File: src/design/ptta_pkg.sv
`timescale 1ns / 1ps
// ----------------------------------------------------------------------------
// ptta_pkg
// Shared types and constants for the two-level threshold alarm: field widths,
// register indexes, event levels and the event bundle passed through the queue.
// ----------------------------------------------------------------------------
package ptta_pkg;

	localparam int NUM_METRICS     = 3;
	localparam int VAL_W           = 14;
	localparam int PERSIST_W       = 8;
	localparam int CFG_IDX_W       = 3;
	localparam int RUN_COUNT_WIDTH = 8;

	localparam int QUEUE_DEPTH = 2;
	localparam int QUEUE_PTR_W = (QUEUE_DEPTH > 1) ? $clog2(QUEUE_DEPTH) : 1;
	localparam int QUEUE_CNT_W = $clog2(QUEUE_DEPTH + 1);

	localparam logic [CFG_IDX_W-1:0] REG_CPU_WARN  = 3'd0;
	localparam logic [CFG_IDX_W-1:0] REG_CPU_CRIT  = 3'd1;
	localparam logic [CFG_IDX_W-1:0] REG_MEM_WARN  = 3'd2;
	localparam logic [CFG_IDX_W-1:0] REG_MEM_CRIT  = 3'd3;
	localparam logic [CFG_IDX_W-1:0] REG_DISK_WARN = 3'd4;
	localparam logic [CFG_IDX_W-1:0] REG_DISK_CRIT = 3'd5;
	localparam logic [CFG_IDX_W-1:0] REG_PERSIST   = 3'd6;

	localparam logic [VAL_W-1:0]     WARN_RESET    = 14'd8000;
	localparam logic [VAL_W-1:0]     CRIT_RESET    = 14'd9000;
	localparam logic [PERSIST_W-1:0] PERSIST_RESET = 8'd3;

	typedef enum logic [1:0] {
		LVL_INFO     = 2'd0,
		LVL_WARNING  = 2'd1,
		LVL_CRITICAL = 2'd2
	} level_t;

	typedef struct packed {
		logic [1:0]       metric_id;
		level_t           level;
		logic             is_recovery;
		logic             is_upgrade;
		logic [VAL_W-1:0] sample_value;
		logic [VAL_W-1:0] crossed_level;
	} event_t;

	typedef struct packed {
		logic [NUM_METRICS-1:0] valid;
		event_t [NUM_METRICS-1:0] ev;
	} bundle_t;

	typedef struct packed {
		logic [NUM_METRICS-1:0][VAL_W-1:0] warn;
		logic [NUM_METRICS-1:0][VAL_W-1:0] crit;
		logic [PERSIST_W-1:0]              persist;
	} cfg_t;

endpackage

File: src/design/ptta_front.sv
`timescale 1ns / 1ps
// ----------------------------------------------------------------------------
// ptta_front
// Accepts samples, classifies each metric, updates run and alarm state and
// pushes a bundle of up to three events into the queue.
// ----------------------------------------------------------------------------
module ptta_front #(
	parameter int RUN_COUNT_WIDTH = ptta_pkg::RUN_COUNT_WIDTH
) (
	input  logic                                                 clk,
	input  logic                                                 arst_n,
	input  logic                                                 in_valid,
	output logic                                                 in_ready,
	input  logic [ptta_pkg::NUM_METRICS-1:0][ptta_pkg::VAL_W-1:0] sample,
	input  ptta_pkg::cfg_t                                       cfg,
	input  logic                                                 queue_full,
	output logic                                                 push,
	output ptta_pkg::bundle_t                                    push_data
);

	localparam int CW = (RUN_COUNT_WIDTH > ptta_pkg::PERSIST_W) ?
		RUN_COUNT_WIDTH : ptta_pkg::PERSIST_W;
	localparam logic [RUN_COUNT_WIDTH-1:0] RUN_MAX = '1;

	logic [RUN_COUNT_WIDTH-1:0] run_q  [ptta_pkg::NUM_METRICS];
	logic [RUN_COUNT_WIDTH-1:0] run_d  [ptta_pkg::NUM_METRICS];
	logic [ptta_pkg::NUM_METRICS-1:0] alarm_q, alarm_d;
	logic [ptta_pkg::NUM_METRICS-1:0] crit_q, crit_d;
	logic accept;

	assign in_ready = !queue_full;
	assign accept   = in_valid && in_ready;

	always_comb begin
		logic [ptta_pkg::VAL_W-1:0]  v;
		logic                        is_crit;
		logic                        is_warn;
		logic [RUN_COUNT_WIDTH-1:0]  run_inc;
		push_data = '0;
		for (int m = 0; m < ptta_pkg::NUM_METRICS; m++) begin
			v       = sample[m];
			is_crit = v >= cfg.crit[m];
			is_warn = !is_crit && (v >= cfg.warn[m]);
			run_inc = (run_q[m] == RUN_MAX) ? run_q[m] : run_q[m] + 1'b1;
			run_d[m]   = run_q[m];
			alarm_d[m] = alarm_q[m];
			crit_d[m]  = crit_q[m];
			push_data.ev[m].metric_id    = 2'(m);
			push_data.ev[m].sample_value = v;
			if (is_crit || is_warn) begin
				run_d[m] = run_inc;
				push_data.ev[m].crossed_level = is_crit ? cfg.crit[m] : cfg.warn[m];
				if (alarm_q[m]) begin
					if (!crit_q[m] && is_crit) begin
						push_data.valid[m]         = 1'b1;
						push_data.ev[m].level      = ptta_pkg::LVL_CRITICAL;
						push_data.ev[m].is_upgrade = 1'b1;
						crit_d[m]                  = 1'b1;
					end
				end else if (CW'(run_inc) >= CW'(cfg.persist)) begin
					push_data.valid[m]    = 1'b1;
					push_data.ev[m].level = is_crit ? ptta_pkg::LVL_CRITICAL :
						ptta_pkg::LVL_WARNING;
					alarm_d[m]            = 1'b1;
					crit_d[m]             = is_crit;
				end
			end else begin
				run_d[m] = '0;
				push_data.ev[m].crossed_level = cfg.warn[m];
				if (alarm_q[m]) begin
					push_data.valid[m]          = 1'b1;
					push_data.ev[m].level       = ptta_pkg::LVL_INFO;
					push_data.ev[m].is_recovery = 1'b1;
					alarm_d[m]                  = 1'b0;
					crit_d[m]                   = 1'b0;
				end
			end
		end
	end

	assign push = accept && (|push_data.valid);

	always_ff @(posedge clk or negedge arst_n) begin
		if (!arst_n) begin
			for (int m = 0; m < ptta_pkg::NUM_METRICS; m++) begin
				run_q[m] <= '0;
			end
			alarm_q <= '0;
			crit_q  <= '0;
		end else if (accept) begin
			for (int m = 0; m < ptta_pkg::NUM_METRICS; m++) begin
				run_q[m] <= run_d[m];
			end
			alarm_q <= alarm_d;
			crit_q  <= crit_d;
		end
	end

endmodule

File: src/design/ptta_queue.sv
`timescale 1ns / 1ps
// ----------------------------------------------------------------------------
// ptta_queue
// Short bundle queue between the classifier and the event serializer.
// ----------------------------------------------------------------------------
module ptta_queue (
	input  logic              clk,
	input  logic              arst_n,
	input  logic              push,
	input  ptta_pkg::bundle_t push_data,
	output logic              full,
	input  logic              pop,
	output logic              head_valid,
	output ptta_pkg::bundle_t head
);

	localparam int PW = ptta_pkg::QUEUE_PTR_W;
	localparam int CNTW = ptta_pkg::QUEUE_CNT_W;
	localparam logic [PW-1:0]   PTR_LAST = PW'(ptta_pkg::QUEUE_DEPTH - 1);
	localparam logic [CNTW-1:0] CNT_FULL = CNTW'(ptta_pkg::QUEUE_DEPTH);

	ptta_pkg::bundle_t mem_q [ptta_pkg::QUEUE_DEPTH];
	logic [PW-1:0]     wr_ptr_q, rd_ptr_q;
	logic [CNTW-1:0]   cnt_q;
	logic              do_push, do_pop;

	assign full       = cnt_q == CNT_FULL;
	assign head_valid = cnt_q != '0;
	assign head       = mem_q[rd_ptr_q];
	assign do_push    = push && !full;
	assign do_pop     = pop && head_valid;

	always_ff @(posedge clk) begin
		if (do_push) begin
			mem_q[wr_ptr_q] <= push_data;
		end
	end

	always_ff @(posedge clk or negedge arst_n) begin
		if (!arst_n) begin
			wr_ptr_q <= '0;
			rd_ptr_q <= '0;
			cnt_q    <= '0;
		end else begin
			if (do_push) begin
				wr_ptr_q <= (wr_ptr_q == PTR_LAST) ? '0 : wr_ptr_q + 1'b1;
			end
			if (do_pop) begin
				rd_ptr_q <= (rd_ptr_q == PTR_LAST) ? '0 : rd_ptr_q + 1'b1;
			end
			if (do_push && !do_pop) begin
				cnt_q <= cnt_q + 1'b1;
			end else if (do_pop && !do_push) begin
				cnt_q <= cnt_q - 1'b1;
			end
		end
	end

endmodule

File: src/design/ptta_back.sv
`timescale 1ns / 1ps
// ----------------------------------------------------------------------------
// ptta_back
// Takes event bundles from the queue and emits their events one per cycle
// while the output is not stalled, in metric order, through an output register.
// ----------------------------------------------------------------------------
module ptta_back (
	input  logic              clk,
	input  logic              arst_n,
	input  logic              head_valid,
	input  ptta_pkg::bundle_t head,
	output logic              pop,
	output logic              out_valid,
	input  logic              out_ready,
	output ptta_pkg::event_t  out_ev,
	output logic              out_last
);

	localparam int NM = ptta_pkg::NUM_METRICS;

	logic [ptta_pkg::NUM_METRICS-1:0] work_mask_q;
	ptta_pkg::event_t [ptta_pkg::NUM_METRICS-1:0] work_ev_q;
	logic [ptta_pkg::NUM_METRICS-1:0] sel_onehot, rest;
	logic [1:0] sel;
	logic take, emit;

	always_comb begin
		if (work_mask_q[0]) begin
			sel = 2'd0;
		end else if (work_mask_q[1]) begin
			sel = 2'd1;
		end else begin
			sel = 2'd2;
		end
	end

	assign sel_onehot = NM'(1) << sel;
	assign rest       = work_mask_q & ~sel_onehot;
	assign take       = !out_valid || out_ready;
	assign emit       = take && (|work_mask_q);
	assign pop        = head_valid && ((work_mask_q == '0) || (emit && (rest == '0)));

	always_ff @(posedge clk) begin
		if (pop) begin
			work_ev_q <= head.ev;
		end
		if (emit) begin
			out_ev   <= work_ev_q[sel];
			out_last <= rest == '0;
		end
	end

	always_ff @(posedge clk or negedge arst_n) begin
		if (!arst_n) begin
			work_mask_q <= '0;
			out_valid   <= 1'b0;
		end else begin
			if (pop) begin
				work_mask_q <= head.valid;
			end else if (emit) begin
				work_mask_q <= rest;
			end
			if (emit) begin
				out_valid <= 1'b1;
			end else if (out_ready) begin
				out_valid <= 1'b0;
			end
		end
	end

endmodule

File: src/design/persistent_two_level_threshold_alarm_top.sv
`timescale 1ns / 1ps
// ----------------------------------------------------------------------------
// persistent_two_level_threshold_alarm_top
// Path: a sample's events pass through the bundle queue, the serializer work
// register and the output register. Throughput: one sample per cycle while the
// two-entry bundle queue has room; the event serializer drains one event per
// cycle while out_ready allows, and a sample causes zero to three events.
// Reset: run counts and alarm flags clear, thresholds return to 8000 and 9000,
// persistence count to 3; no clearing pass is needed.
// ----------------------------------------------------------------------------
module persistent_two_level_threshold_alarm_top #(
	parameter int RUN_COUNT_WIDTH = ptta_pkg::RUN_COUNT_WIDTH
) (
	input  logic                            clk,
	input  logic                            arst_n,
	input  logic                            in_valid,
	output logic                            in_ready,
	input  logic [ptta_pkg::VAL_W-1:0]      cpu_sample,
	input  logic [ptta_pkg::VAL_W-1:0]      mem_sample,
	input  logic [ptta_pkg::VAL_W-1:0]      disk_sample,
	input  logic                            cfg_valid,
	output logic                            cfg_ready,
	input  logic [ptta_pkg::CFG_IDX_W-1:0]  cfg_index,
	input  logic [ptta_pkg::VAL_W-1:0]      cfg_data,
	output logic                            out_valid,
	input  logic                            out_ready,
	output logic [1:0]                      metric_id,
	output logic [1:0]                      event_level,
	output logic                            is_recovery,
	output logic                            is_upgrade,
	output logic [ptta_pkg::VAL_W-1:0]      sample_value,
	output logic [ptta_pkg::VAL_W-1:0]      crossed_level,
	output logic                            last_event
);

	ptta_pkg::cfg_t    cfg_q;
	ptta_pkg::bundle_t push_data, head;
	ptta_pkg::event_t  out_ev;
	logic [ptta_pkg::NUM_METRICS-1:0][ptta_pkg::VAL_W-1:0] sample;
	logic push, queue_full, pop, head_valid;

	assign cfg_ready = 1'b1;
	assign sample[0] = cpu_sample;
	assign sample[1] = mem_sample;
	assign sample[2] = disk_sample;

	always_ff @(posedge clk or negedge arst_n) begin
		if (!arst_n) begin
			for (int m = 0; m < ptta_pkg::NUM_METRICS; m++) begin
				cfg_q.warn[m] <= ptta_pkg::WARN_RESET;
				cfg_q.crit[m] <= ptta_pkg::CRIT_RESET;
			end
			cfg_q.persist <= ptta_pkg::PERSIST_RESET;
		end else if (cfg_valid && cfg_ready) begin
			unique case (cfg_index)
				ptta_pkg::REG_CPU_WARN:  cfg_q.warn[0] <= cfg_data;
				ptta_pkg::REG_CPU_CRIT:  cfg_q.crit[0] <= cfg_data;
				ptta_pkg::REG_MEM_WARN:  cfg_q.warn[1] <= cfg_data;
				ptta_pkg::REG_MEM_CRIT:  cfg_q.crit[1] <= cfg_data;
				ptta_pkg::REG_DISK_WARN: cfg_q.warn[2] <= cfg_data;
				ptta_pkg::REG_DISK_CRIT: cfg_q.crit[2] <= cfg_data;
				ptta_pkg::REG_PERSIST:   cfg_q.persist <= cfg_data[ptta_pkg::PERSIST_W-1:0];
				default: ;
			endcase
		end
	end

	ptta_front #(
		.RUN_COUNT_WIDTH(RUN_COUNT_WIDTH)
	) u_front (
		.clk       (clk),
		.arst_n    (arst_n),
		.in_valid  (in_valid),
		.in_ready  (in_ready),
		.sample    (sample),
		.cfg       (cfg_q),
		.queue_full(queue_full),
		.push      (push),
		.push_data (push_data)
	);

	ptta_queue u_queue (
		.clk       (clk),
		.arst_n    (arst_n),
		.push      (push),
		.push_data (push_data),
		.full      (queue_full),
		.pop       (pop),
		.head_valid(head_valid),
		.head      (head)
	);

	ptta_back u_back (
		.clk       (clk),
		.arst_n    (arst_n),
		.head_valid(head_valid),
		.head      (head),
		.pop       (pop),
		.out_valid (out_valid),
		.out_ready (out_ready),
		.out_ev    (out_ev),
		.out_last  (last_event)
	);

	assign metric_id     = out_ev.metric_id;
	assign event_level   = out_ev.level;
	assign is_recovery   = out_ev.is_recovery;
	assign is_upgrade    = out_ev.is_upgrade;
	assign sample_value  = out_ev.sample_value;
	assign crossed_level = out_ev.crossed_level;

endmodule

File: config.mk
export PLATFORM = sky130hd
export DESIGN_NAME = persistent_two_level_threshold_alarm_top
export DESIGN_NICKNAME = d
export VERILOG_FILES = /design/src/design/ptta_pkg.sv /design/src/design/ptta_front.sv /design/src/design/ptta_queue.sv /design/src/design/ptta_back.sv /design/src/design/persistent_two_level_threshold_alarm_top.sv
export SDC_FILE = /design/constraint.sdc
export NUM_CORES = 1
export LEC_CHECK = 0
export BUFFER_PORTS_ARGS = -buffer_cell sky130_fd_sc_hd__buf_4
export CORE_MARGIN = 1
export CORE_UTILIZATION = 57
export DETAILED_ROUTE_END_ITERATION = 7
export HOLD_SLACK_MARGIN = 0.08
export PLACE_DENSITY_LB_ADDON = 0.25
export SETUP_SLACK_MARGIN = 0.02
export SYNTH_ARGS = -nofsm -noshare
export SYNTH_HDL_FRONTEND = slang
export SYNTH_SLANG_ARGS = --single-unit
File: constraint.sdc
create_clock -name clk -period 22 [get_ports clk]
set_input_delay 0 -clock clk [delete_from_list [all_inputs] [get_ports clk]]
set_output_delay 0 -clock clk [all_outputs]
set_load 0.03 [all_outputs]
# Word level (Yosys, flattened, before mapping)
# Memories as Yosys holds them, arrays and structs flattened.
# Index checks and enable logic that the tools add are counted.
# Widths: inputs -> output; s select.
[word_totals]
register_bits = 267
ram_bits = 198
in_bits = 64
word_cells = 222
n_memories = 1
[classes]
n_addsub = 7
order_cmp = 10
eq_ne = 13
shift = 1
n_mux = 89
n_bitwise = 2
reduce_logical = 55
[memory_table]
columns = ["name", "depth", "width", "read_ports", "rd_clocked_by_memory_dff", "wr", "line", "text"]
rows = [
  ["u_queue.mem_q", 2, 99, 1, 0, 1, "ptta_queue.sv:22", "ptta_pkg::bundle_t mem_q [ptta_pkg::QUEUE_DEPTH];"],
]
[op_table]
columns = ["op", "n"]
rows = [
  ["$ge 14x14->1", 6],
  ["$mux 14", 6],
  ["$bmux 34 s2", 1],
  ["$mux 1", 54],
  ["$mux 8", 6],
  ["$mux 2", 19],
  ["$mux 34", 1],
  ["$add 8x1->8 const B", 3],
  ["$eq 8x8->1 const B", 3],
  ["$ge 8x8->1", 3],
  ["$reduce_bool 2->1", 10],
  ["$logic_and 1x1->1", 15],
  ["$reduce_and 2->1", 7],
  ["$reduce_and 4->1", 3],
  ["$logic_not 1->1", 10],
  ["$eq 3x3->1 const B", 3],
  ["$logic_not 3->1", 3],
  ["$ne 3x3->1 const B", 3],
  ["$eq 3x2->1 const B", 2],
  ["$mux 3", 2],
  ["$reduce_or 3->1", 2],
  ["$logic_or 1x1->1", 5],
  ["$and 3x3->3", 1],
  ["$eq 3x1->1 const B", 1],
  ["7 further kinds", 8],
]

# Longest topological paths before layout
[logic_depth]
depth_word = 13
mapped_depth = 18
mapped_depth_nobuf = 18

# Cells and area by module
# A second synthesis with hierarchy kept.
[hier_totals]
cells_unflattened = 1559
area_unflattened_um2 = 21871.0
[by_module_without_submodules]
columns = ["module", "instances", "cells_per_inst", "area_each_um2", "seq_area_each_um2"]
rows = [
  ["ptta_queue", 1, 346, 7933.9, 6406.1],
  ["ptta_front", 1, 728, 5298.8, 750.7],
  ["ptta_back", 1, 283, 5098.6, 4214.0],
  ["persistent_two_level_threshold_alarm_top", 1, 202, 3539.6, 2346.0],
]

# Worst setup path before layout
# Ideal clock, no wire load.
[synth_timing]
kind = "reg-to-reg"
startpoint = "register u_front.run_q[8] (netlist name)"
endpoint = "memory u_queue.mem_q[0][0] (netlist name) (enable)"
setup_time_ns = 0.569
t_arrival_ns = 7.031
slack_ns = 14.399
stages_incl_launch_ff = 14
n_path_buf = 0
path_cell_list = "dfrtp_1 ha_1 and2_1 nor2b_1 nand2_1 mux2_2 ha_1 a31oi_1 o21ai_0 a221o_1 o311a_1 a211oi_2 a31oi_4 nor2b_1"
[synth_between]
elab_chain_len = 11
word_cells_on_any_way = 12
classes_between = "add/sub (1); order compare (1); eq/ne (1); mux (6); reduce/logical (3)"
[synth_lines]
columns = ["item", "line", "text"]
rows = [
  ["from (decl)", "ptta_front.sv:25", "logic [RUN_COUNT_WIDTH-1:0] run_q [ptta_pkg::NUM_METRICS];"],
  ["from (signal, indexed assignment)", "ptta_front.sv:92", "run_q[m] <= run_d[m];"],
  ["$add 8x1->8 or $eq 8x8->1 (tied branches)", "ptta_front.sv:44", "run_inc = (run_q[m] == RUN_MAX) ? run_q[m] : run_q[m] + 1'b1;"],
  ["$mux 8 *", "ptta_front.sv:44", ""],
  ["$ge 8x8->1 *", "ptta_front.sv:60", "end else if (CW'(run_inc) >= CW'(cfg.persist)) begin"],
  ["$mux 1 *", "ptta_front.sv:60", ""],
  ["$mux 1 *", "ptta_front.sv:53", "if (alarm_q[m]) begin"],
  ["$mux 1 *", "ptta_front.sv:50", "if (is_crit || is_warn) begin"],
  ["$reduce_or 3->1 *", "ptta_front.sv:81", "assign push = accept && (|push_data.valid);"],
  ["$logic_and 1x1->1 *", "ptta_front.sv:81", ""],
  ["$logic_and 1x1->1 *", "ptta_queue.sv:30", "assign do_push = push && !full;"],
  ["named net u_queue.do_push", "ptta_queue.sv:25", "logic do_push, do_pop;"],
  ["$mux 1 *", "ptta_queue.sv:34", "if (do_push) begin"],
  ["$mux 1 (implied by the code) *", "ptta_queue.sv:35", "mem_q[wr_ptr_q] <= push_data;"],
  ["to (decl)", "ptta_queue.sv:22", ""],
]
# Mark *: on every way through the listed nets, which the timed path passes. The rest lies on a longest branch.

# Worst setup path after layout
[layout_timing]
startpoint = "register u_front.run_q[8] (netlist name)"
endpoint = "memory u_queue.mem_q[0][90] (netlist name) (enable)"
# The elaborated chain is that of the path after synthesis.

==> flow_summary_export.csv <==
group,metric,value,unit
status,status,"complete, no violations",
pwr,irDropWorstVdd,89.8,uV
sta,rsz0062_at_grt,"no",
clocking,numClockSinks,459,
logic_synthesis,synth_top_cell_area_share,48.5,%
logic_synthesis,synthTopCellsByArea,"edfxtp_1, dfrtp_1, mux2_2, ha_1, dfstp_2",
floorplan,num_rows,68,
cells_and_area,nFillCells,2459,
logic_synthesis,synth_warnings,0,
route,drc,0,
logic_synthesis,ys_ff_latch,459,
floorplan,die_w,191,um
sta,hold_violations,0,
logic_synthesis,synth_edf_count,329,
placement,port_buffers,100,
sta,fin_crit,5.27,ns
global_routing,grt_pass1_wl,69300,um
floorplan,core_area,34900,um2
sta,setup_slack,16.73,ns
cells_and_area,syn_to_final_growth,16.5,%
clocking,insertion_delay,0.55,ns
setup_path,arrival,5.44,ns
setup_path,worstSetupPathType,"register to register",
clocking,cts_buffer_depth,3,
clocking,cts.reportedPaths.clkPinSlew,0.06,ns
setup_path,r2r-start,"u_front.run_q[8]",
logic_synthesis,synthCells,1521,
route,dr.first_iter.drc_count,903,
cells_and_area,layout.cells.non_filler,2187,
clocking,cts_tree,"built",
logic_synthesis,synth_xor_area_share,0.731,%
logic_synthesis,synth_flop_cell,"edfxtp_1",
logic_synthesis,synth_area_per_cell,13.4,um2
global_routing,grt_usage,25.3,%
logic_synthesis,muxShareOfSynthArea,9.63,%
cells_and_area,antenna_cells,0,
logic_synthesis,synth_top_family_by_area,"multiplexers",
floorplan,dieArea,36500,um2
global_routing,antenna_found_initial,0,
sta,setup_viol,0,
route,dr.pass1.iters,5,
placement,place.gp.congestion,0.871,
logic_synthesis,syn_nets,1697,
route,wire_per_inst,20.4,um
cells_and_area,finish.utilization,68.0,%
route,vias_per_cell,5.75,
clocking,numCtsBuffers,46,
logic_synthesis,synthAdderAreaFrac,6.93,%
sta,tightest_slew,1.07,ns
sta,max-slew-margin-rel,28.6,%
placement,post-place-cells,2035,
sta,tns,0,ns
global_routing,grt_pass1_vias,12381,
route,via_count,12575,
placement,place_ws,16.80,ns
setup_path,critical_path_required,22.16,ns
floorplan,ioPinCount,102,
min_path,hold_path_class,"input port to register",
floorplan,die_h,191,um
setup_path,startpoint_type,"register",
clocking,h-tree-depth,2,
pwr,power.density,133,nW/um2
logic_synthesis,synth-simple-area-share,7.01,%
logic_synthesis,yosys.cell_types.count,65,
cells_and_area,fin_area,23700,um2
logic_synthesis,synth-seq-area-share,64.7,%
logic_synthesis,synthesis.area,20400,um2
clocking,cts_resized,0,
setup_path,critPathLaunch,"u_front.run_q[8]",
min_path,hold_start,"in_valid",
clocking,root_buffer,"clkbuf_16",
logic_synthesis,synth.most_common_cell,"edfxtp_1",
pwr,leakage,9.35,nW
global_routing,gr-total-overflow,0,
route,wl,44700,um
setup_path,cp-end-kind,"register",
logic_synthesis,synth_compound_area_share,7.98,%
placement,place_area,21600,um2
pwr,total_power,3.15,mW
route,ant_nets,0,
logic_synthesis,synthArstFlopShare,28.3,%
setup_path,cp_max_fo,66,
logic_synthesis,ys_top_cells_by_count,"edfxtp_1, nand2_1, o21ai_0, mux2_2, ha_1",
sta,maxSlewViolCount,0,
job,maxCapViolCount,0,
logic_synthesis,yosysTopAreaCell,"edfxtp_1",
cells_and_area,nets,1872,
placement,hpwl,29900,um
global_routing,grt_start_max_net_pins,75,
floorplan,start_util,58.4,%
sta,skew,0.0206,ns
sta,fmaxAchievable,190,MHz
cells_and_area,drive_gt1_share,22.1,%
sta,whs,0.144,ns
sta,timing.final.crit_share,24.0,%
setup_path,rrSetupSlack,16.73,ns
layer usage:
| metal | vias up | GRT usage (%) | wire length (um) |
|---|---|---|---|
| li1 | 5882 | - | - |
| met1 | 6238 | 37.1 | 20500 |
| met2 | 387 | 40.2 | 20700 |
| met3 | 68 | 2.99 | 2580 |
| met4 | 0 | 6.52 | 903 |
| met5 | - | 0 | 0 |
final timing paths:
path | cells past startpoint | to
max in group asynchronous | 3 | cfg_q[85]
worst max-delay path | 14 | u_queue.mem_q[0][90]
worst max register to register | 14 | u_queue.mem_q[0][90]
worst min-delay path | 5 | u_front.run_q[20]
worst min register to register | 1 | cfg_q[6]
min in group asynchronous | 2 | cfg_q[61]
state kept, by name, summed over array words and instances, names as in the netlist:
name / cells
u_front.alarm_q: 3
u_back.out_ev: 34
u_queue.mem_q: 198
u_back.work_mask_q: 3
u_front.run_q: 24
u_back.out_last: 1
u_back.out_valid: 1
u_queue.wr_ptr_q: 1
u_queue.cnt_q: 2
cfg_q: 92
u_queue.rd_ptr_q: 1
u_front.crit_q: 3
u_back.work_ev_q: 96
critical path, cell delays in order (launching register included):
cell and delay (ns):
dfrtp_1 0.42, ha_1 0.19, and2_1 0.21, nor2b_1 0.29
nand2_1 0.21, mux2_2 0.34, ha_1 0.28, a31oi_1 0.07
o21ai_0 0.18, a221o_1 0.27, o311a_1 0.21, a211oi_2 0.06
a31oi_4 0.26, nor2b_4 0.92, buf_4 0.87
power by group:
group	total [mW]	switching [mW]	internal, mW
Combinational	0.942	0.596	0.346
Clock	0.726	0.313	0.413
Sequential	1.48	0.125	1.35
cell families (layout without fill, tap and decap cells):
| logic type | Yosys count | count (layout) |
|---|---|---|
| flops | 459 | 459 |
| fa+ha+maj | 113 | 113 |
| mux | 178 | 178 |
| buf+inv | 160 | 371 |
| other cells | 1 | 1 |
| compound gates | 278 | 278 |
| simple gates | 315 | 315 |
| xor+xnor | 17 | 17 |
final cells by class:
| class | count | area [um2] | area share (%) |
|---|---|---|---|
| clock buffers | 66 | 1270 | 5.33 |
| clock inverters | 18 | 135 | 0.569 |
| inverters | 104 | 393 | 1.66 |
| multi-input cells | 902 | 6630 | 27.9 |
| flip-flops and latches | 459 | 13200 | 55.5 |
| well taps | 455 | 569 | 2.40 |
| repair buffers | 183 | 1570 | 6.59 |
placed cells by master, fill, tap and decap left out, types with 5 or more instances in the layout:
cell and n:
o21a_1 6, inv_1 103, mux2i_1 34, buf_4 114
nor2_1 30, o21ai_0 159, nand4_1 10, clkinv_2 9
dlygate4sd3_1 67, a21oi_1 50, nor2b_1 8, and3_1 6
dfrtp_1 92, dfstp_2 35, a21o_1 11, xor2_1 5
clkbuf_16 46, edfxtp_1 329, nand2b_1 15, o22ai_1 6
mux2_2 144, and2_1 9, xnor2_1 12, nand2_1 186
nor3_1 10, ha_1 112, nand3_1 15, a221oi_1 6
clkbuf_1 16
repair_timing:
| item | in CTS | in global routing |
|---|---|---|
| hold endpoints to repair | 246 | 0 |
| setup buffers | 0 | 0 |
| hold buffers | 68 | 0 |
Note: power is estimated with default switching activity, not from simulation.
